--- src/rtl/core/skf_pkg.sv ---
`default_nettype none
package skf_pkg;

  localparam int WORD_W        = 32;
  localparam int CFG_W         = 64;
  localparam int CFG_IDX_W     = 3;
  localparam int STATE_DIM_DEF = 2;
  localparam int FRAC_BITS_DEF = 16;

  // configuration register indexes
  localparam logic [CFG_IDX_W-1:0] REG_F_ROW0      = 3'd0;
  localparam logic [CFG_IDX_W-1:0] REG_F_ROW1      = 3'd1;
  localparam logic [CFG_IDX_W-1:0] REG_H_ROW       = 3'd2;
  localparam logic [CFG_IDX_W-1:0] REG_Q_DIAG      = 3'd3;
  localparam logic [CFG_IDX_W-1:0] REG_Q_OFF_AND_R = 3'd4;
  localparam logic [CFG_IDX_W-1:0] REG_P_INIT_DIAG = 3'd5;
  localparam logic [CFG_IDX_W-1:0] REG_P_INIT_OFF  = 3'd6;
  localparam logic [CFG_IDX_W-1:0] REG_X_INIT      = 3'd7;

  localparam logic [CFG_W-1:0]  RST_F_ROW0      = 64'd281474976710656;
  localparam logic [CFG_W-1:0]  RST_F_ROW1      = 64'd65536;
  localparam logic [CFG_W-1:0]  RST_H_ROW       = 64'd281474976710656;
  localparam logic [CFG_W-1:0]  RST_Q_DIAG      = 64'd0;
  localparam logic [CFG_W-1:0]  RST_Q_OFF_AND_R = 64'd65536;
  localparam logic [CFG_W-1:0]  RST_P_INIT_DIAG = 64'd281479271743488;
  localparam logic [WORD_W-1:0] RST_P_INIT_OFF  = 32'd0;
  localparam logic [CFG_W-1:0]  RST_X_INIT      = 64'd0;

  typedef struct packed {
    logic signed [WORD_W-1:0] a;
    logic signed [WORD_W-1:0] b;
    logic signed [WORD_W-1:0] base;
    logic                     sub;
  } mac_op_t;

  typedef struct packed {
    logic                     start;
    logic signed [WORD_W-1:0] num;
    logic signed [WORD_W-1:0] den;
  } div_req_t;

endpackage
`default_nettype wire

--- src/rtl/core/skf_mac.sv ---
`default_nettype none
// Multiply, round, saturate and add. Stage one registers the raw
// product; stage two rounds it and folds it into the base value.
module skf_mac #(
  parameter int FRAC_BITS = skf_pkg::FRAC_BITS_DEF
) (
  input  wire                                clk,
  input  skf_pkg::mac_op_t                   op,
  output logic signed [skf_pkg::WORD_W-1:0]  result
);
  localparam int W = skf_pkg::WORD_W;

  logic signed [2*W-1:0] prod_r;
  logic signed [2*W-1:0] rnd;
  logic signed [2*W-1:0] shf;
  logic signed [W-1:0]   prod_sat;
  logic signed [W+1:0]   sum;

  always_ff @(posedge clk) begin
    prod_r <= op.a * op.b;
  end

  always_comb begin
    rnd = prod_r + (64'sd1 <<< (FRAC_BITS - 1));
    shf = rnd >>> FRAC_BITS;
    if (shf > 64'sh7FFFFFFF) begin
      prod_sat = 32'sh7FFFFFFF;
    end else if (shf < -64'sh80000000) begin
      prod_sat = 32'sh80000000;
    end else begin
      prod_sat = shf[W-1:0];
    end
    if (op.sub) begin
      sum = (W+2)'(op.base) - (W+2)'(prod_sat);
    end else begin
      sum = (W+2)'(op.base) + (W+2)'(prod_sat);
    end
    if (sum > 34'sh07FFFFFFF) begin
      result = 32'sh7FFFFFFF;
    end else if (sum < -34'sh080000000) begin
      result = 32'sh80000000;
    end else begin
      result = sum[W-1:0];
    end
  end
endmodule
`default_nettype wire

--- config.mk ---
export PLATFORM = sky130hd
export DESIGN_NAME = skf_mac
export DESIGN_NICKNAME = d
export VERILOG_FILES = /design/src/rtl/core/skf_pkg.sv /design/src/rtl/core/skf_mac.sv
export SDC_FILE = /design/constraint.sdc
export NUM_CORES = 2
export LEC_CHECK = 0
export BUFFER_PORTS_ARGS = -buffer_cell sky130_fd_sc_hd__buf_2
export CAP_MARGIN = 20
export CORE_MARGIN = 2
export CORE_UTILIZATION = 50
export DETAILED_ROUTE_END_ITERATION = 10
export PLACE_DENSITY = 0.73
export SYNTH_ARGS = -nofsm -noshare
export SYNTH_HDL_FRONTEND = slang
export SYNTH_SLANG_ARGS = --single-unit
--- constraint.sdc ---
create_clock -name clk -period 8.8 [get_ports clk]
set_clock_uncertainty 0.2 [all_clocks]
set_input_delay 1.32 -clock clk [delete_from_list [all_inputs] [get_ports clk]]
set_output_delay 1.32 -clock clk [all_outputs]
set_load 0.1 [all_outputs]
* Word level (Yosys, flattened, before mapping)
Cells that the tools add are included.
** Word-level totals
- Input port bits :: 98
- Bits in registers :: 64
** Cells by class
- Multiply operators :: 1
- Magnitude comparators :: 4
- $add $sub $neg :: 3
- Mux-type cells :: 5
** Operators with widths (number)
- 2-to-1 mux 32 bit :: 4
- adder 64 x 17 -> 64 bit (second input constant) :: 1
- multiplier 32 x 32 -> 64 bit :: 1
- > comparator 48 x 32 -> 1 bit (second input constant) :: 1
- less-than comparator 48 x 32 -> 1 bit (second input constant) :: 1
- > comparator 34 x 32 -> 1 bit (second input constant) :: 1
- less-than comparator 34 x 32 -> 1 bit (second input constant) :: 1
- 2-to-1 mux 34 bit :: 1
- adder 32 x 32 -> 33 bit :: 1
- subtractor 32 x 32 -> 33 bit :: 1

* Depth between registers and ports, before layout
- Depth after elaboration :: 9
- Depth in mapped cells :: 35
- Mapped depth without buffers :: 29

* Worst setup path after synthesis
Ideal clock, no wire load.
- Path kind :: reg-to-output
- Start point :: reg prod_r[15]
- End point :: out result[10] (netlist name)
- Stages on the path, launching flop included :: 34
- Arrival :: 7.674 ns
- Path slack :: -0.394 ns
- Data required time :: 7.280 ns
- Cell sequence :: dfxtp_1 > ha_1 > clkbuf_1 > nand4_1 > nor4_2 > buf_2 > nand2_1 > a2111oi_2 > o22ai_1 > nor4b_4 > a21o_1 > clkbuf_1 > clkbuf_1 > nand2_1 > inv_1 > ha_1 > clkbuf_1 > inv_1 > a221oi_2 > nor2_1 > a22o_1 > a21oi_1 > ha_1 > a21o_1 > o2111ai_1 > a31oi_1 > o31a_1 > a221o_1 > a2111oi_0 > o21ai_0 > a21oi_1 > xnor2_1 > clkbuf_1 > maj3_1
** Between the ends
- Cells in the longest elaborated chain, start to end :: 9
- Elaborated cells between the ends (all ways) :: 12
** RTL lines
- from (decl) :: RTL line skf_mac.sv:13 : logic signed [2*W-1:0] prod_r;
- from (signal assigned) :: RTL line skf_mac.sv:20 : prod_r <= op.a * op.b;
- adder 64 x 17 -> 64 bit (*) :: RTL line skf_mac.sv:24 : rnd = prod_r + (64'sd1 <<< (FRAC_BITS - 1));
- less-than comparator 48 x 32 -> 1 bit :: RTL line skf_mac.sv:28 : end else if (shf < -64'sh80000000) begin
- 2-to-1 mux 32 bit :: RTL line skf_mac.sv:28
- 2-to-1 mux 32 bit (*) :: RTL line skf_mac.sv:26 : if (shf > 64'sh7FFFFFFF) begin
- adder 32 x 32 -> 33 bit or subtractor 32 x 32 -> 33 bit (tied branches) :: RTL line skf_mac.sv:36, skf_mac.sv:34
- 2-to-1 mux 34 bit (*) :: RTL line skf_mac.sv:33 : if (op.sub) begin
- less-than comparator 34 x 32 -> 1 bit :: RTL line skf_mac.sv:40 : end else if (sum < -34'sh080000000) begin
- 2-to-1 mux 32 bit :: RTL line skf_mac.sv:40
- 2-to-1 mux 32 bit (*) :: RTL line skf_mac.sv:38 : if (sum > 34'sh07FFFFFFF) begin
- to (decl) :: RTL line skf_mac.sv:9 : output logic signed [skf_pkg::WORD_W-1:0] result
Mark *: on every way between the ends. The rest lies on a longest branch, timed or not.

* Worst setup path in the final report
- Start point :: in op[37] (netlist name)
- End point :: reg prod_r[50]
** Between the ends
- Cells in the longest elaborated chain, start to end :: 1
** RTL lines
- from (decl) :: RTL line skf_mac.sv:8 : input skf_pkg::mac_op_t op,
- multiplier 32 x 32 -> 64 bit :: RTL line skf_mac.sv:20
Every way passes these cells.

==> out/qor.yml <==
status:
  status: "complete, but fails checks"
  failing_checks: "setup timing"
flow_run:
  max_cap_viol_count: 0
logic_synthesis:
  postSynth.asyncResetShare_pct: 0
  syn_avg_cell_area_um2: 8.810
  synth_seq_cells: 49
  synth_warnings: 0
  post-synth-top-area-cell: "sky130_fd_sc_hd__fa_1"
  netlist_instances: 4658
  yosysUniqueCellTypes: 82
  synth_fp_nets: 6052
  netlist_top_cells_area: "sky130_fd_sc_hd__fa_1 (53%), sky130_fd_sc_hd__inv_1 (11%), sky130_fd_sc_hd__nand2_1 (7.2%)"
  synth_ff_type: "sky130_fd_sc_hd__dfxtp_1"
  synth_area_um2: 41040
  synth_top_cells_by_count: "sky130_fd_sc_hd__inv_1 (1162), sky130_fd_sc_hd__fa_1 (1082), sky130_fd_sc_hd__nand2_1 (787)"
  synth_largest_type_area_fraction_pct: 52.78
  synth_enable_flop_cells: 0
  yosysSeqAreaShare_pct: 2.390
  synth_most_common_cell: "sky130_fd_sc_hd__inv_1"
floorplan:
  design.portCount: 130
  core.rowCount: 105
  die_y_um: 290.5
  core-area_um2: 81720
  dieArea_um2: 84380
  die_w_um: 290.5
  initial_core_util_pct: 50.22
setup_path:
  critical_path_required_ns: 8.77
  capturing_element_type_of_the_critical_path: "flop"
  cp_max_fo: 9
  start_kind: "input port"
  critPathArrivalTime_ns: 8.78
  crit_type: "in2reg"
  critPathLaunch: "op[37]"
placement:
  port_buffers: 129
  dp_hpwl_um: 95660
  dpl_worst_slack_ns: -0.6897
  gp_congestion: 0.9346
sta:
  final.min_clock_period_ns: 8.809
  final_hold_viol_count: 0
  max_freq_mhz: 113.5
  finalSetupViolCount: 1
  timing.final.ws_setup_ns: -0.009131
  rsz_0062_raised_after_global_routing: "true"
  slew_headroom_pct: 32.58
  max_slew.worst_pin.slew_ns: 1.004
  post-route-period-util_pct: 100.1
  timing_max_transition_violations_final: 0
finish:
  largest_reg_flops: 49
  syn_to_final_growth_pct: 16.30
  multi_input_comb_area_um2: 35460
  max_flop_register: "prod_r"
  largestRegisters: "prod_r x49"
  register_area_um2: 994.7
  final_layout_size_suffix_gt1_share_pct: 15.56
  n_fill_cell: 6976
  final_net_count: 6433
routing:
  drtPass1Iterations: 6
  dr_total_vias: 32010
  final_antenna_net_count: 0
  routed_wl_per_cell_um: 17.60
  wirelength_um: 107600
  post-route-drc-count: 0
  avgViaCountPerCell: 5.233
  drt_iter0_markers: 2120
grt:
  first_global_vias: 35110
  grt_antenna_before_repair: 8
  grt_max_degree: 46
  global_route_wire_length_before_repair_um: 177700
  gr-total-overflow: 0
  grt.total_usage_pct: 26.26
min_path:
  holdPathEnd: "prod_r[63]"
  min-delay-path-class: "in2reg"
  worst_hold_path.num_cells: 8
  hp-start: "op[96]"
cts:
  number_of_cts_inserted_buffers: 5
  cts.htree.levels: 2
  clock-root-buffer: "sky130_fd_sc_hd__clkbuf_16"
  clock_sink_count: 49
  clock_tree_from_tritoncts: "yes"
  cts.path.max_buffers: 2
  clock_pin_slew_on_the_worst_setup_and_hold_paths_ns: 0.07
==> cell usage in the layout, fill, tap and decap left out, drive strengths merged, types with 35 or more instances in the layout <==
cell    instances
ha            214
nor2           86
inv          1162
buf           593
and2          303
dfxtp          49
o21ai          59
nand2b         35
nand3          45
a21oi         116
xnor2          90
fa           1082
xor2           49
nand2         788
==> area by class of cell <==
type | count | share of cell area, %
diodes | 6 | 0.03146
clock buffers | 5 | 0.2622
clock inverters | 3 | 0.1049
inverters | 1162 | 9.146
multi-input cells | 3215 | 74.30
flip-flops and latches | 49 | 2.084
well taps | 1070 | 2.805
repair buffers | 606 | 11.26
==> critical path, cell delays in order <==
cell and delay (ns):
sky130_fd_sc_hd__buf_4 0.14, sky130_fd_sc_hd__buf_12 0.14, sky130_fd_sc_hd__and2_4 0.14, sky130_fd_sc_hd__fa_2 0.60
sky130_fd_sc_hd__fa_1 0.46, sky130_fd_sc_hd__fa_2 0.60, sky130_fd_sc_hd__clkinvlp_4 0.13, sky130_fd_sc_hd__buf_12 0.15
sky130_fd_sc_hd__buf_6 0.11, sky130_fd_sc_hd__buf_6 0.11, sky130_fd_sc_hd__fa_2 0.51, sky130_fd_sc_hd__inv_1 0.05
sky130_fd_sc_hd__fa_1 0.48, sky130_fd_sc_hd__fa_2 0.55, sky130_fd_sc_hd__fa_2 0.47, sky130_fd_sc_hd__fa_2 0.59
sky130_fd_sc_hd__ha_4 0.22, sky130_fd_sc_hd__buf_4 0.14, sky130_fd_sc_hd__a21o_1 0.16, sky130_fd_sc_hd__a21oi_1 0.26
sky130_fd_sc_hd__nor2_1 0.07, sky130_fd_sc_hd__a211o_1 0.27, sky130_fd_sc_hd__a221o_1 0.33, sky130_fd_sc_hd__a21oi_2 0.14
sky130_fd_sc_hd__o211ai_1 0.13, sky130_fd_sc_hd__a31oi_1 0.23, sky130_fd_sc_hd__o21bai_1 0.11, sky130_fd_sc_hd__xor2_1 0.15
==> kinds of logic after synthesis <==
group | share of synthesized area (%)
AOI/OAI and AO/OA | 5.442
xor gates and xnor gates | 2.985
adders and majority gates | 60.06
buffers and inverters | 12.85
DFF | 2.390
muxes | 0.2256
and+or+nand+nor | 16.05
==> worst max path at each step <==
stage / end / depth (start not counted)
3_5_place_dp: prod_r[61] / 30
3_3_place_gp: prod_r[61] / 30
4_1_cts: prod_r[61] / 30
5_1_grt: prod_r[50] / 28
2_1_floorplan: result[10] / 33
6_report: prod_r[50] / 28
==> timing repair <==
action | CTS | global route
hold buffers | 0 | 0
gates cloned | 1 | 1
setup buffers | 9 | 17
resized for setup | 41 | 193
endpoints found under the setup margin | 46 | 60
pin swaps | 30 | 70
==> layer usage <==
layer  vias to the layer above  GRT usage (%)  routed length [µm]
li1                      14370              -                   -
met1                     16370          32.73               41510
met2                      1008          47.52               55580
met3                       260          2.126                5705
met4                         0          10.06                4846
met5                         -              0                   0
==> per-stage QoR <==
step	instances	instance area, µm²	hold slack [ns]	util, %	setup TNS (ns)
final	6116	47730	2.255	58.41	-0.009131
after global routing	6113	47720	2.367	58.40	-1.366
after CTS	6094	46920	2.234	57.42	-0.02033
after detailed placement	6076	46520	2.404	56.92	-9.023
after global placement	6076	46520	2.393	56.92	-7.365
after floorplan	4658	41160	1.757	-	-4.315
Power is left out: the tool's default activity adds up to more than one toggle a clock period on the data nets, which glitch-free logic cannot reach.
