**config.mk**
```make
export PLATFORM = sky130hd
export DESIGN_NAME = skf_div
export DESIGN_NICKNAME = d
export VERILOG_FILES = /design/src/rtl/core/skf_pkg.sv /design/src/rtl/core/skf_div.sv
export SDC_FILE = /design/constraint.sdc
export NUM_CORES = 1
export LEC_CHECK = 0
export BUFFER_PORTS_ARGS = -buffer_cell sky130_fd_sc_hd__buf_4
export CORE_MARGIN = 3
export CORE_UTILIZATION = 55
export DETAILED_ROUTE_END_ITERATION = 10
export PLACE_DENSITY_LB_ADDON = 0.08
export SETUP_SLACK_MARGIN = 0.2
export SLEW_MARGIN = 30
export SYNTH_ARGS = -nofsm -noshare
export SYNTH_HDL_FRONTEND = slang
export SYNTH_SLANG_ARGS = --single-unit
```
**constraint.sdc**
```tcl
create_clock -name clk -period 5.9 [get_ports clk]
set_input_delay 1.18 -clock clk [delete_from_list [all_inputs] [get_ports clk]]
set_output_delay 1.18 -clock clk [all_outputs]
set_load 0.01 [all_outputs]
```
**src/rtl/core/skf_pkg.sv**
```systemverilog
`default_nettype none
package skf_pkg;

  localparam int WORD_W        = 32;
  localparam int CFG_W         = 64;
  localparam int CFG_IDX_W     = 3;
  localparam int STATE_DIM_DEF = 2;
  localparam int FRAC_BITS_DEF = 16;

  // configuration register indexes
  localparam logic [CFG_IDX_W-1:0] REG_F_ROW0      = 3'd0;
  localparam logic [CFG_IDX_W-1:0] REG_F_ROW1      = 3'd1;
  localparam logic [CFG_IDX_W-1:0] REG_H_ROW       = 3'd2;
  localparam logic [CFG_IDX_W-1:0] REG_Q_DIAG      = 3'd3;
  localparam logic [CFG_IDX_W-1:0] REG_Q_OFF_AND_R = 3'd4;
  localparam logic [CFG_IDX_W-1:0] REG_P_INIT_DIAG = 3'd5;
  localparam logic [CFG_IDX_W-1:0] REG_P_INIT_OFF  = 3'd6;
  localparam logic [CFG_IDX_W-1:0] REG_X_INIT      = 3'd7;

  localparam logic [CFG_W-1:0]  RST_F_ROW0      = 64'd281474976710656;
  localparam logic [CFG_W-1:0]  RST_F_ROW1      = 64'd65536;
  localparam logic [CFG_W-1:0]  RST_H_ROW       = 64'd281474976710656;
  localparam logic [CFG_W-1:0]  RST_Q_DIAG      = 64'd0;
  localparam logic [CFG_W-1:0]  RST_Q_OFF_AND_R = 64'd65536;
  localparam logic [CFG_W-1:0]  RST_P_INIT_DIAG = 64'd281479271743488;
  localparam logic [WORD_W-1:0] RST_P_INIT_OFF  = 32'd0;
  localparam logic [CFG_W-1:0]  RST_X_INIT      = 64'd0;

  typedef struct packed {
    logic signed [WORD_W-1:0] a;
    logic signed [WORD_W-1:0] b;
    logic signed [WORD_W-1:0] base;
    logic                     sub;
  } mac_op_t;

  typedef struct packed {
    logic                     start;
    logic signed [WORD_W-1:0] num;
    logic signed [WORD_W-1:0] den;
  } div_req_t;

endpackage
`default_nettype wire

```
**src/rtl/core/skf_div.sv**
```systemverilog
`default_nettype none
// Restoring divider, one quotient bit per cycle: round(num * 2^F / den),
// ties away from zero, den > 0, saturated to 32 bits.
module skf_div #(
  parameter int FRAC_BITS = skf_pkg::FRAC_BITS_DEF
) (
  input  wire                                clk,
  input  wire                                rst_n,
  input  skf_pkg::div_req_t                  req,
  output logic                               busy,
  output logic                               done,
  output logic signed [skf_pkg::WORD_W-1:0]  quo
);
  localparam int W   = skf_pkg::WORD_W;
  localparam int NW  = W + 1 + FRAC_BITS;
  localparam int CW  = $clog2(NW);
  localparam logic [CW-1:0] LAST = CW'(NW - 1);

  logic [NW-1:0] dvd_r;
  logic [NW-1:0] quo_r;
  logic [W-1:0]  rem_r;
  logic [W-1:0]  den_r;
  logic [CW-1:0] cnt_r;
  logic          busy_r;
  logic          done_r;
  logic          neg_r;

  logic [W:0]    mag;
  logic [NW-1:0] dvd_init;
  logic [W:0]    trial;
  logic          fits;
  logic [NW-1:0] clamp;

  always_comb begin
    mag      = req.num[W-1] ? -(W+1)'(req.num) : (W+1)'(req.num);
    dvd_init = (NW'(mag) << FRAC_BITS) + NW'(req.den[W-1:1]);
    trial    = {rem_r, dvd_r[NW-1]};
    fits     = trial >= {1'b0, den_r};
  end

  always_ff @(posedge clk) begin
    if (!rst_n) begin
      busy_r <= 1'b0;
      done_r <= 1'b0;
      cnt_r  <= '0;
    end else begin
      done_r <= 1'b0;
      if (req.start) begin
        busy_r <= 1'b1;
        cnt_r  <= '0;
      end else if (busy_r) begin
        cnt_r <= cnt_r + 1'b1;
        if (cnt_r == LAST) begin
          busy_r <= 1'b0;
          done_r <= 1'b1;
        end
      end
    end
  end

  always_ff @(posedge clk) begin
    if (req.start) begin
      dvd_r <= dvd_init;
      rem_r <= '0;
      quo_r <= '0;
      den_r <= req.den;
      neg_r <= req.num[W-1];
    end else if (busy_r) begin
      dvd_r <= dvd_r << 1;
      quo_r <= {quo_r[NW-2:0], fits};
      rem_r <= fits ? W'(trial - {1'b0, den_r}) : trial[W-1:0];
    end
  end

  always_comb begin
    clamp = (quo_r > (NW'(1) << (W - 1))) ? (NW'(1) << (W - 1)) : quo_r;
    if (neg_r) begin
      quo = -(clamp[W-1:0]);
    end else if (clamp[W-1]) begin
      quo = 32'sh7FFFFFFF;
    end else begin
      quo = clamp[W-1:0];
    end
  end

  assign busy = busy_r;
  assign done = done_r;

  ap_done_after_busy: assert property (@(posedge clk) disable iff (!rst_n)
    done |-> $past(busy_r))
    else $error("divider done without a running division");
  ap_start_idle: assert property (@(posedge clk) disable iff (!rst_n)
    req.start |-> !busy_r)
    else $error("divider started while busy");
  ap_busy_not_done: assert property (@(posedge clk) disable iff (!rst_n)
    done |-> !busy_r)
    else $error("divider done and busy together");
endmodule
`default_nettype wire

```
## Word-level counts from Yosys, hierarchy flattened

Index checks and enable logic that the tools add are counted.
Widths: inputs -> output; s select.

- Bits in registers: 171
- Input port bits: 67
- Output and inout bits: 34

- Bitwise operators: 2
- $lt $le $gt $ge: 2
- Eq/ne operators: 1
- Muxes and demuxes: 11
- $add $sub $neg: 5
- Reductions and logical operators: 3

Operators with widths:

| kind | count |
|---|---|
| $mux 49 | 2 |
| $mux 32 | 3 |
| $add 49x31->49 | 1 |
| $gt 49x32->1 const B | 1 |
| $ge 33x32->1 | 1 |
| $mux 33 | 1 |
| $neg 32->33 | 1 |
| $neg 32->32 | 1 |
| $sub 32x32->32 | 1 |
| $mux 31 | 1 |
| $add 6x1->6 const B | 1 |
| $eq 6x6->1 const B | 1 |
| $mux 1 | 4 |
| $reduce_or 3->1 | 1 |
| $not 1->1 | 2 |
| $reduce_bool 2->1 | 1 |
| $reduce_or 2->1 | 1 |

## Logic depth before layout (Yosys ltp)

Gate-level depths: netlist of run 1.

- Depth in word-level cells: 4
- Depth in mapped cells: 16

## Worst setup path before layout of run 1

No wires, ideal clock.

- Path kind: in2reg
- Start point: input req[63] (netlist name)
- End point: register dvd_r[47], data pin
- Required time: 5.748 ns
- Setup time: 0.152 ns
- Path slack: 0.672 ns
- Data arrival time: 5.077 ns
- Buffers on the path: 5
- Stages: 16
- Cells stage by stage: buf_2 -> clkbuf_1 -> clkbuf_1 -> clkbuf_1 -> o41ai_1 -> xnor2_1 -> ha_1 -> nand3_1 -> nor4_1 -> nor4b_1 -> o21ai_0 -> o311ai_0 -> or2_2 -> buf_2 -> or4_1 -> a31oi_1

- Cells in the longest elaborated chain, start to end: 4

Ends and longest elaborated chain:

| what | RTL line | RTL |
|---|---|---|
| start, declared | skf_div.sv:9 | `input skf_pkg::div_req_t req,` |
| $neg 32->33 | skf_div.sv:35 | `mag = req.num[W-1] ? -(W+1)'(req.num) : (W+1)'(req.num);` |
| $mux 33 (*) | skf_div.sv:35 |  |
| $add 49x31->49 (*) | skf_div.sv:36 | `dvd_init = (NW'(mag) << FRAC_BITS) + NW'(req.den[W-1:1]);` |
| $mux 49 (*) | skf_div.sv:62 | `if (req.start) begin` |
| end signal, assigned | skf_div.sv:63 | `dvd_r <= dvd_init;` |
| end signal, assigned | skf_div.sv:69 | `dvd_r <= dvd_r << 1;` |
| end, declared | skf_div.sv:19 | `logic [NW-1:0] dvd_r;` |

Every way passes the cells marked *; elsewhere a longest branch is shown, timed or not.
A chain may end at the register's enable or synchronous reset.

## Final worst setup path of run 1

- Start point: register quo_r[8]
- End point: output quo[30] (netlist name)

- Cells in the longest elaborated chain, start to end: 4

Ends and longest elaborated chain:

| what | RTL line | RTL |
|---|---|---|
| start, declared | skf_div.sv:20 | `logic [NW-1:0] quo_r;` |
| start signal, assigned | skf_div.sv:70 | `quo_r <= {quo_r[NW-2:0], fits};` |
| $gt 49x32->1 | skf_div.sv:76 | `clamp = (quo_r > (NW'(1) << (W - 1))) ? (NW'(1) << (W - 1)) : quo_r;` |
| $mux 32 (*) | skf_div.sv:76 |  |
| $neg 32->32 or $mux 31 (tied branches) | skf_div.sv:78, skf_div.sv:79 |  |
| $mux 32 (*) | skf_div.sv:77 | `if (neg_r) begin` |
| end, declared | skf_div.sv:12 | `output logic signed [skf_pkg::WORD_W-1:0] quo` |

Marks and branches as above.

==> results of run 1 <==
-- cell usage after synthesis, types with 22 or more instances --
cell type,count,area (µm²)
mux2_2,34,383
xnor2_1,46,403
or3_1,25,156
dfxtp_1,89,1780
ha_1,53,663
o21ai_0,65,325
a311oi_1,22,193
clkbuf_1,58,218
edfxtp_1,82,2460
inv_1,52,195
nor2_1,135,507
o31ai_1,34,255
a21oi_1,65,325
mux2i_1,58,581
nor3_1,26,130
nand2_1,109,409
a211oi_1,22,165
xor2_1,44,385
-- power by group through the flow --
stage               sequential (mW)  clock [mW]  combinational, mW
finish                         1.40        1.11              0.858
global route                   1.41        1.18              0.952
CTS                            1.40        1.13              0.847
detailed placement             1.42           0              0.842
global placement               1.42           0              0.830
floorplan                      1.41           0              0.630
-- state kept, by name, summed over array words and instances, names as in the netlist --
register / cells
cnt_r: 6
done: 1
rem_r: 32
dvd_r: 49
den_r: 32
neg_r: 1
quo_r: 49
busy: 1
-- how the worst min path moves through the flow --
stage                    end  slack (ns)  cells past startpoint
floorplan           cnt_r[5]        0.46                      2
global placement    cnt_r[5]        0.47                      2
detailed placement  cnt_r[5]        0.48                      2
CTS                 cnt_r[5]        0.50                      2
global route        cnt_r[5]        0.51                      2
finish              cnt_r[5]        0.49                      2
-- timing repair --
item,4_1_cts,5_1_grt
gates resized for setup,0,4
endpoints found under the hold margin,0,0
endpoints found under the setup margin,0,9
-- layout by cell type, fill, tap and decap left out, types with 6 or more instances in the layout --
cell type  netlist  final
nor2_1         135    135
nand2_1        109    108
buf_4            2    106
dfxtp_1         89     88
edfxtp_1        82     82
a21oi_1         65     65
o21ai_0         65     65
mux2i_1         58     58
ha_1            53     53
inv_1           52     52
xnor2_1         46     46
xor2_1          44     44
o31ai_1         34     34
mux2_2          34     34
nor3_1          26     26
or3_1           25     25
a211oi_1        22     22
a311oi_1        22     22
nand3_1         21     21
a21o_1          19     19
clkbuf_16        0     17
nor4_1          15     14
or2_2           13     13
or4_1           11     11
a31oi_1         10     10
nand4_1          9      9
o21bai_1         9      9
o21a_1           9      9
o211ai_1         8      8
o41ai_1          7      7
and3_1           7      7
nor2b_1          8      7
o31a_1           7      7
and2_1           7      7
nand2b_1         6      6
-- per-stage QoR --
| stage | instances | hold slack, ns | instance area (µm²) | total power, mW | setup slack (ns) |
|---|---|---|---|---|---|
| finish | 1613 | 0.492 | 12900 | 3.37 | 0.511 |
| global route | 1613 | 0.507 | 12900 | 3.54 | 0.230 |
| CTS | 1613 | 0.498 | 12900 | 3.38 | 0.240 |
| detailed placement | 1581 | 0.485 | 12300 | 2.27 | 0.478 |
| global placement | 1581 | 0.474 | 12300 | 2.25 | 0.547 |
| floorplan | 1270 | 0.458 | 11400 | 2.04 | 0.672 |
-- final cells by class --
class | count | area, µm²
clock buffer | 17 | 425
sequential | 171 | 4250
fill | 1758 | 7420
clock inverter | 15 | 166
inverter | 54 | 203
timing repair buffer | 109 | 830
multi-input combinational | 977 | 6740
tap | 270 | 338
-- critical path, cell delays in order, from the launching register on --
cell and delay (ns):
dfxtp_1 0.37, or4_1 0.57, or4_1 0.54, nor4_4 0.36, nand3_1 0.14, a21oi_1 0.17, buf_4 0.24, nand2_1 0.10
ha_1 0.32, o21ai_2 0.18, and2_1 0.25, a211oi_1 0.07, o31ai_1 0.30, buf_4 0.17
-- metal layers --
layer / track usage [%] / wire, µm
met2: 34.7 / 11600
met3: 3.25 / 1350
met5: 0 / 0
met4: 4.71 / 276
met1: 36.0 / 13300
-- cells by family (layout without fill, tap and decap cells) --
| logic type | after synthesis | after routing | synth area share (%) |
|---|---|---|---|
| muxes | 92 | 92 | 8.42 |
| buffers and inverters | 122 | 195 | 4.31 |
| and+or+nand+nor | 416 | 416 | 17.6 |
| AOI/OAI and AO/OA | 324 | 324 | 19.6 |
| xor gates and xnor gates | 90 | 90 | 6.89 |
| DFF | 171 | 171 | 37.1 |
| adders and majority gates | 55 | 55 | 6.15 |
==> flow_summary.json, run 1 <==
{
  "status": "completed",
  "rr_endpoint": "rem_r[3]",
  "hold_violations": 0,
  "syn-num-nets": 1392,
  "ys_async_sr_fraction_pct": 0,
  "port_buffers": 100,
  "grt_first_pass_wirelength_mm": 42.9,
  "power_density_mw_per_mm2": 260,
  "syn_area_mm2": 0.0114,
  "via_count": 9609,
  "fin_util_pct": 63.6,
  "drive_above_1_share_pct": 15.9,
  "internal_power_mw": 2.29,
  "die_area_mm2": 0.0226,
  "grt_pass1_vias": 8436,
  "clock-root-buffer": "clkbuf_16",
  "cts_buffer_depth": 2,
  "h-tree-depth": 4,
  "worst_r2r_path_depth": 12,
  "via_per_inst": 5.96,
  "p_comb_share_pct": 25.4,
  "ir_worst_vdd_v": 0.000177,
  "slew_viol_final": 0,
  "wl_per_cell_um": 16.4,
  "area_delta_synth_final_pct": 13.2,
  "numCtsBuffers": 17,
  "synth_seq_area_share_pct": 37.1,
  "final-setup-viol-count": 0,
  "rsz0062_at_grt": "no",
  "die_height_um": 150,
  "p_sw_mw": 1.08,
  "synth_flop_cell": "dfxtp_1",
  "relSlewSlack_pct": 37.9,
  "synth_edf_count": 82,
  "cts.clk_slew.worst_paths_ns": 0.08,
  "grt_usage_pct": 23.3,
  "ctsHoldBuffers": 0,
  "fmax_mhz": 186,
  "antenna_found_initial": 0,
  "p_leak_nw": 5.30,
  "nNetsFinal": 1452,
  "cp-endpoint": "quo[30]",
  "num_antenna_cells": 0,
  "synthCells": 1270,
  "r2r_start": "den_r[7]",
  "min_period_ns": 5.39,
  "crit_path_start": "quo_r[8]",
  "synth.avg_cell_area_um2": 9.01,
  "gp_congestion": 0.935,
  "dp_hpwl_mm": 19.0,
  "cp_max_fo": 18,
  "ys_types": 82,
  "std_cell_rows": 52,
  "ant_nets": 0,
  "numClockSinks": 171,
  "cap_violations": 0,
  "crit_type": "reg2out",
  "drc_errors": 0,
  "swShare_pct": 31.9,
  "wl_mm": 26.5,
  "cp-end-kind": "primary output",
  "grt_max_degree": 94,
  "ys_ff_latch": 171,
  "coreArea_mm2": 0.0204,
  "globalRouteOverflowTotal": 0,
  "worst_ep_arrival_time_ns": 4.21,
  "r2r_slack_ns": 1.93,
  "worstMarginPinSlew_ns": 0.930,
  "io_pins": 101,
  "finalCritPeriodShare_pct": 91.3,
  "drt_iter0_markers": 681,
  "post-cts-setup-buffers": 0,
  "startpoint_type": "register",
  "dr.pass1.iters": 5,
  "hold_path.class": "reg2reg",
  "clock_latency_ns": 0.44,
  "fin_skew_ns": 0.0142,
  "tritoncts": "yes",
  "dieWidth_um": 150,
  "hp-start": "cnt_r[5]",
  "required_ns": 4.72,
  "tns_ns": 0,
  "start_util_pct": 56.2,
  "seqPwrFrac_pct": 41.5,
  "clkPwrFrac_pct": 33.1,
  "synth_warnings": 0
}
No activity file was read; power rests on OpenSTA's default activity.
==> run 2: changes to the inputs <==
--- a/config.mk
+++ b/config.mk
@@ -5,13 +5,14 @@
 export SDC_FILE = /design/constraint.sdc
 export NUM_CORES = 1
 export LEC_CHECK = 0
+export ABC_AREA = 1
 export BUFFER_PORTS_ARGS = -buffer_cell sky130_fd_sc_hd__buf_4
 export CORE_MARGIN = 3
 export CORE_UTILIZATION = 55
+export CTS_CLUSTER_SIZE = 20
 export DETAILED_ROUTE_END_ITERATION = 10
 export PLACE_DENSITY_LB_ADDON = 0.08
 export SETUP_SLACK_MARGIN = 0.2
-export SLEW_MARGIN = 30
 export SYNTH_ARGS = -nofsm -noshare
 export SYNTH_HDL_FRONTEND = slang
 export SYNTH_SLANG_ARGS = --single-unit
==> run 2 against run 1 <==
Effect of this change:
- first-iteration DRC count is 9.5% higher
- utilization up 0.14 points
- register-to-register slack improved by 1.0 ns
- critical path depth grew 3
- hold slack worse by 0.017 ns
- area after synthesis up 4.5%
- count of clock-buffer cells in the layout unchanged
- routed wire length up 17%
- cell count increased by 30%
- total power decreased by 10%
- via count rose by 19%
- global-route usage grew 3.0 points
- critical path type unchanged
==> flow_summary.json, run 2 <==
{
  "status": "completed",
  "hold_violations": 0,
  "startpoint_type": "register",
  "drc_errors": 0,
  "start_util_pct": 56.4,
  "worst_ep_arrival_time_ns": 3.47,
  "top_regs": "dvd_r (49), quo_r (49)",
  "nFillCells": 2038,
  "drt_iter0_markers": 746,
  "ys_async_sr_fraction_pct": 0,
  "hold_path.class": "reg2reg",
  "via_count": 11400,
  "power_density_mw_per_mm2": 223,
  "cp_max_fo": 51,
  "final-setup-viol-count": 0,
  "cpMaxStageDelayCell": "nand2_2",
  "num_antenna_cells": 0,
  "cp_cell_sequence": "nor2_1 > inv_1 > nor2_1 > nand2_1 > nor2_1 > nand3_1 > nand2_2 > nand2_1 > ha_1 > nand3_1 > nor2_1 > nand2_1 > nand2_1 > o21ai_0 > o21ai_0 > buf_4",
  "ctsResizeCount": 0,
  "h-tree-depth": 4,
  "tns_ns": 0,
  "via_per_inst": 5.47,
  "synth_warnings": 0,
  "synth_top_cell_by_area": "edfxtp_1",
  "wl_mm": 31.1,
  "yosys-top-cells-area": "edfxtp_1 (21%), nand2_1 (15%), dfxtp_1 (15%)",
  "critPathMaxStageDelay_ns": 0.69,
  "multi_input_area_mm2": 0.00669,
  "fmax_mhz": 215,
  "area_delta_synth_final_pct": 13.1,
  "clock-root-buffer": "clkbuf_16",
  "ir_worst_vdd_v": 0.000203,
  "rsz0062_at_grt": "no",
  "cts_buffer_depth": 2,
  "grt_first_pass_wirelength_mm": 51.2,
  "synth.avg_cell_area_um2": 6.93,
  "ant_nets": 0,
  "wl_per_cell_um": 14.9,
  "synth_seq_area_share_pct": 35.5,
  "std_cell_rows": 53,
  "numClockSinks": 171,
  "syn-num-nets": 1848,
  "crit_type": "reg2out",
  "worstMarginPinSlew_ns": 1.04,
  "syn_area_mm2": 0.0120,
  "path_delay_family": "simple AND/OR/NAND/NOR gates",
  "required_ns": 4.72,
  "coreArea_mm2": 0.0212,
  "nNetsFinal": 1924,
  "tritoncts": "yes",
  "synth_flop_cell": "dfxtp_1",
  "grt_usage_pct": 26.2,
  "dr.pass1.iters": 5,
  "synth_edf_count": 82,
  "gp_congestion": 0.938,
  "antenna_found_initial": 0,
  "cts.clk_slew.worst_paths_ns": 0.08,
  "critical_path_buf_inv_count": 2,
  "synth_top_area_share_pct": 20.6,
  "numCtsBuffers": 17,
  "io_pins": 101,
  "port_buffers": 100,
  "die_height_um": 153,
  "ctsHoldBuffers": 0,
  "globalRouteOverflowTotal": 0,
  "layout_commonest_cell": "nand2_1",
  "slew_viol_final": 0,
  "fin_skew_ns": 0.0175,
  "power_mw": 3.02,
  "p_leak_nw": 6.52,
  "post-cts-setup-buffers": 0,
  "cp-end-kind": "primary output",
  "relSlewSlack_pct": 30.5,
  "finalCritPeriodShare_pct": 78.9,
  "clock_latency_ns": 0.44,
  "dp_hpwl_mm": 23.6,
  "grt_max_degree": 105,
  "grt_pass1_vias": 10600,
  "synth_most_common_cell": "nand2_1",
  "synth_common_cells": "nand2_1 (489), inv_1 (209), nor2_1 (198)",
  "cap_violations": 0,
  "dp_slack_ns": 1.76,
  "ys_ff_latch": 171,
  "dieWidth_um": 153,
  "fin_ws_ns": 1.25,
  "synthCells": 1726,
  "min_period_ns": 4.65,
  "ys_types": 53,
  "drive_above_1_share_pct": 10.0,
  "die_area_mm2": 0.0235,
  "layout_common_cells": "nand2_1 (489), inv_1 (207), nor2_1 (198)",
  "regArea_mm2": 0.00424
}
-- run 2: cell count changes in the layout (fill, tap and decap cells not counted), sizes merged, moves of 47 or more --
cell   delta
o22ai    +47
nand2   +393
nand3    +83
inv     +160
mux2i    -57
nor2     +68
o21ai    +55
-- run 2: worst reg2reg max path, stage by stage (launching register included) --
cell      delay, ns
edfxtp_1       0.38
inv_1          0.12
ha_1           0.30
a21oi_1        0.25
inv_1          0.11
a21oi_4        0.16
inv_2          0.05
nand2_1        0.05
nand2_1        0.11
nand2_1        0.10
nand3_2        0.13
nand2_4        0.15
nand2_4        0.30
inv_1          0.34
nand2_1        0.08
nand3_1        0.13
nand2_1        0.06
-- run 2: metal layers --
metal  global-route usage [%]  up-vias  routed length, µm
met2                     41.1      325              13700
met1                     37.8     5191              14900
met4                     7.91        0                734
met5                        0        -                  0
met3                     3.99       52               1780
li1                         -     5870                  -
-- run 2: final cells by class --
cell class	count	share of cell area (%)
flip-flops and latches	171	31.4
repair buffers	105	5.92
clock buffers	17	3.15
well taps	275	2.54
inverters	212	5.89
multi-input cells	1295	49.4
clock inverters	15	1.67
-- run 2: per-stage QoR --
step                utilization, %  instances  hold WS [ns]  instance area (µm²)
floorplan                        -       1726         0.444                12000
global placement              60.7       2058         0.459                12900
detailed placement            60.7       2058         0.468                12900
CTS                           63.7       2090         0.478                13500
global route                  63.7       2090         0.509                13500
finish                        63.7       2090         0.475                13500
-- run 2: cell families after synthesis --
| family | after synthesis | synth area share, % |
|---|---|---|
| buffers and inverters | 260 | 8.60 |
| xor gates and xnor gates | 51 | 3.74 |
| muxes | 1 | 0.0837 |
| adders and majority gates | 55 | 5.88 |
| AOI/OAI and AO/OA | 314 | 15.7 |
| DFF | 171 | 35.5 |
| and+or+nand+nor | 874 | 30.5 |
-- run 2: where the power goes --
part	switching (mW)	internal [mW]
logic	0.293	0.162
registers	0.0267	1.32
clock network	0.609	0.605
-- run 2: final timing paths --
path | from | to | slack [ns] | depth (start not counted)
setup / recovery | quo_r[45] | quo[18] | 1.25 | 16
hold / removal | rem_r[10] | rem_r[10] | 0.47 | 2
setup reg to reg | den_r[4] | rem_r[18] | 2.97 | 16
hold reg to reg | rem_r[10] | rem_r[10] | 0.47 | 2
==> run 3: changes to the inputs <==
==> constraint.sdc (replaced) <==
create_clock -name clk -period 4.15 [get_ports clk]
set_input_delay 0.83 -clock clk [delete_from_list [all_inputs] [get_ports clk]]
set_output_delay 0.83 -clock clk [all_outputs]
set_load 0.01 [all_outputs]
==> run 3 against run 2 <==
Effect of this change:
- clock skew rose by 0.0018 ns
- non-clock buffer count rose by 5
- critical endpoint unchanged
- register-to-register slack got worse by 1.7 ns
- sequential power rose by 42%
- first-iteration DRC count rose by 5.6%
- via count fell by 0.44%
- sequential share of layout area fell by 0.10 points
- setup slack got worse by 0.79 ns
- cell count rose by 0.24%
- total power rose by 41%
==> flow_summary.json, run 3 (synthesis gave the netlist of run 2 again) <==
{
  "status": "completed",
  "finalCritPeriodShare_pct": 89.1,
  "path_delay_family": "simple AND/OR/NAND/NOR gates",
  "coreArea_mm2": 0.0212,
  "dieWidth_um": 153,
  "grt_usage_pct": 26.4,
  "wl_mm": 31.2,
  "min_period_ns": 3.70,
  "startpoint_type": "register",
  "worst_ep_arrival_time_ns": 2.87,
  "ant_nets": 0,
  "clock-root-buffer": "clkbuf_16",
  "top_regs": "dvd_r (49), quo_r (49)",
  "h-tree-depth": 4,
  "antenna_found_initial": 0,
  "required_ns": 3.32,
  "crit_type": "reg2out",
  "area_delta_synth_final_pct": 13.5,
  "die_area_mm2": 0.0235,
  "fin_ws_ns": 0.451,
  "layout_common_cells": "nand2_1 (489), inv_1 (207), nor2_1 (197)",
  "port_buffers": 100,
  "die_height_um": 153,
  "drt_iter0_markers": 788,
  "cts_buffer_depth": 2,
  "fin_util_pct": 63.9,
  "fmax_mhz": 270,
  "worstMarginPinSlew_ns": 1.07,
  "numClockSinks": 171,
  "final-setup-viol-count": 0,
  "cap_violations": 0,
  "cp-end-kind": "primary output",
  "hold_path.class": "reg2reg",
  "crit_top_cell": "nand2_1",
  "final_cells": 2095,
  "relSlewSlack_pct": 28.9,
  "std_cell_rows": 53,
  "layout_commonest_cell": "nand2_1",
  "power_density_mw_per_mm2": 314,
  "tritoncts": "yes",
  "via_count": 11400,
  "fin_skew_ns": 0.0192,
  "wl_per_cell_um": 14.9,
  "cts.clk_slew.worst_paths_ns": 0.07,
  "rsz0062_at_grt": "no",
  "dp_slack_ns": 0.489,
  "power_mw": 4.27,
  "cp_max_fo": 17,
  "num_antenna_cells": 0,
  "globalRouteOverflowTotal": 0,
  "critical_path_buf_inv_count": 1,
  "fin_hold_ws_ns": 0.476,
  "critPathMaxStageDelay_ns": 0.48,
  "gp_congestion": 0.903,
  "dp_cells": 2063,
  "place_area_mm2": 0.0129,
  "start_util_pct": 56.4,
  "drive_above_1_share_pct": 10.4,
  "ctsHoldBuffers": 0,
  "finalInstanceArea_mm2": 0.0136,
  "grt_pass1_vias": 10600,
  "nNetsFinal": 1929,
  "r2r_slack_ns": 1.24,
  "dp_hpwl_mm": 23.9,
  "p_leak_nw": 6.55,
  "tns_ns": 0,
  "cpMaxStageDelayCell": "dfxtp_1",
  "io_pins": 101,
  "slew_viol_final": 0,
  "post-cts-setup-buffers": 0,
  "ir_worst_vdd_v": 0.000263,
  "hold_violations": 0,
  "drc_errors": 0,
  "grt_first_pass_wirelength_mm": 51.4,
  "grt_max_degree": 105,
  "numCtsBuffers": 17,
  "dr.pass1.iters": 5,
  "clock_latency_ns": 0.45,
  "via_per_inst": 5.44,
  "ctsResizeCount": 0,
  "cp_cell_sequence": "nor2_1 > nand2_1 > nor2_1 > nand2_1 > nor2_1 > nand2_1 > nand2_4 > nand2_1 > ha_1 > nand3_2 > nor2_2 > nand2_1 > nand2_1 > o21ai_0 > o21ai_0 > buf_4"
}
==> run 3: changes by cell type in the layout (fill, tap and decap cells not counted), sizes merged <==
cell,previous run,this run
buf,105,110
==> run 3: area by class of cell <==
class / instances / area (µm²)
Inverter: 212 / 797
Fill cell: 1965 / 7650
Multi-Input combinational cell: 1295 / 6700
Sequential cell: 171 / 4240
Clock buffer: 17 / 425
Clock inverter: 15 / 213
Timing Repair Buffer: 110 / 846
Tap cell: 275 / 344
==> run 3: tightest hold or removal path: cells and delay by family, from the launching register on <==
| family | cells | cell delay, ns |
|---|---|---|
| AND/OR/NAND/NOR | 2 | 0.10 |
| flip-flops | 1 | 0.33 |
==> run 3: worst paths after layout <==
kind                  start         to  cells past startpoint
hold reg to reg   rem_r[10]  rem_r[10]                      2
setup / recovery   quo_r[8]    quo[18]                     16
hold / removal    rem_r[10]  rem_r[10]                      2
setup reg to reg   den_r[4]   rem_r[4]                     16
==> run 3: layer usage <==
layer	vias to the layer above	part of all wire (%)	track usage (%)
met4	0	1.5	6.52
met5	-	0	0
li1	5884	-	-
met1	5140	48	38.2
met3	36	5.7	3.88
met2	328	44	41.8
==> run 3: power by group <==
group	internal, mW	switching (mW)	total (mW)	leakage [nW]
Clock	0.849	0.844	1.69	0.309
Combinational	0.235	0.422	0.657	4.70
Sequential	1.88	0.0343	1.92	1.54
Total	2.97	1.30	4.27	6.55
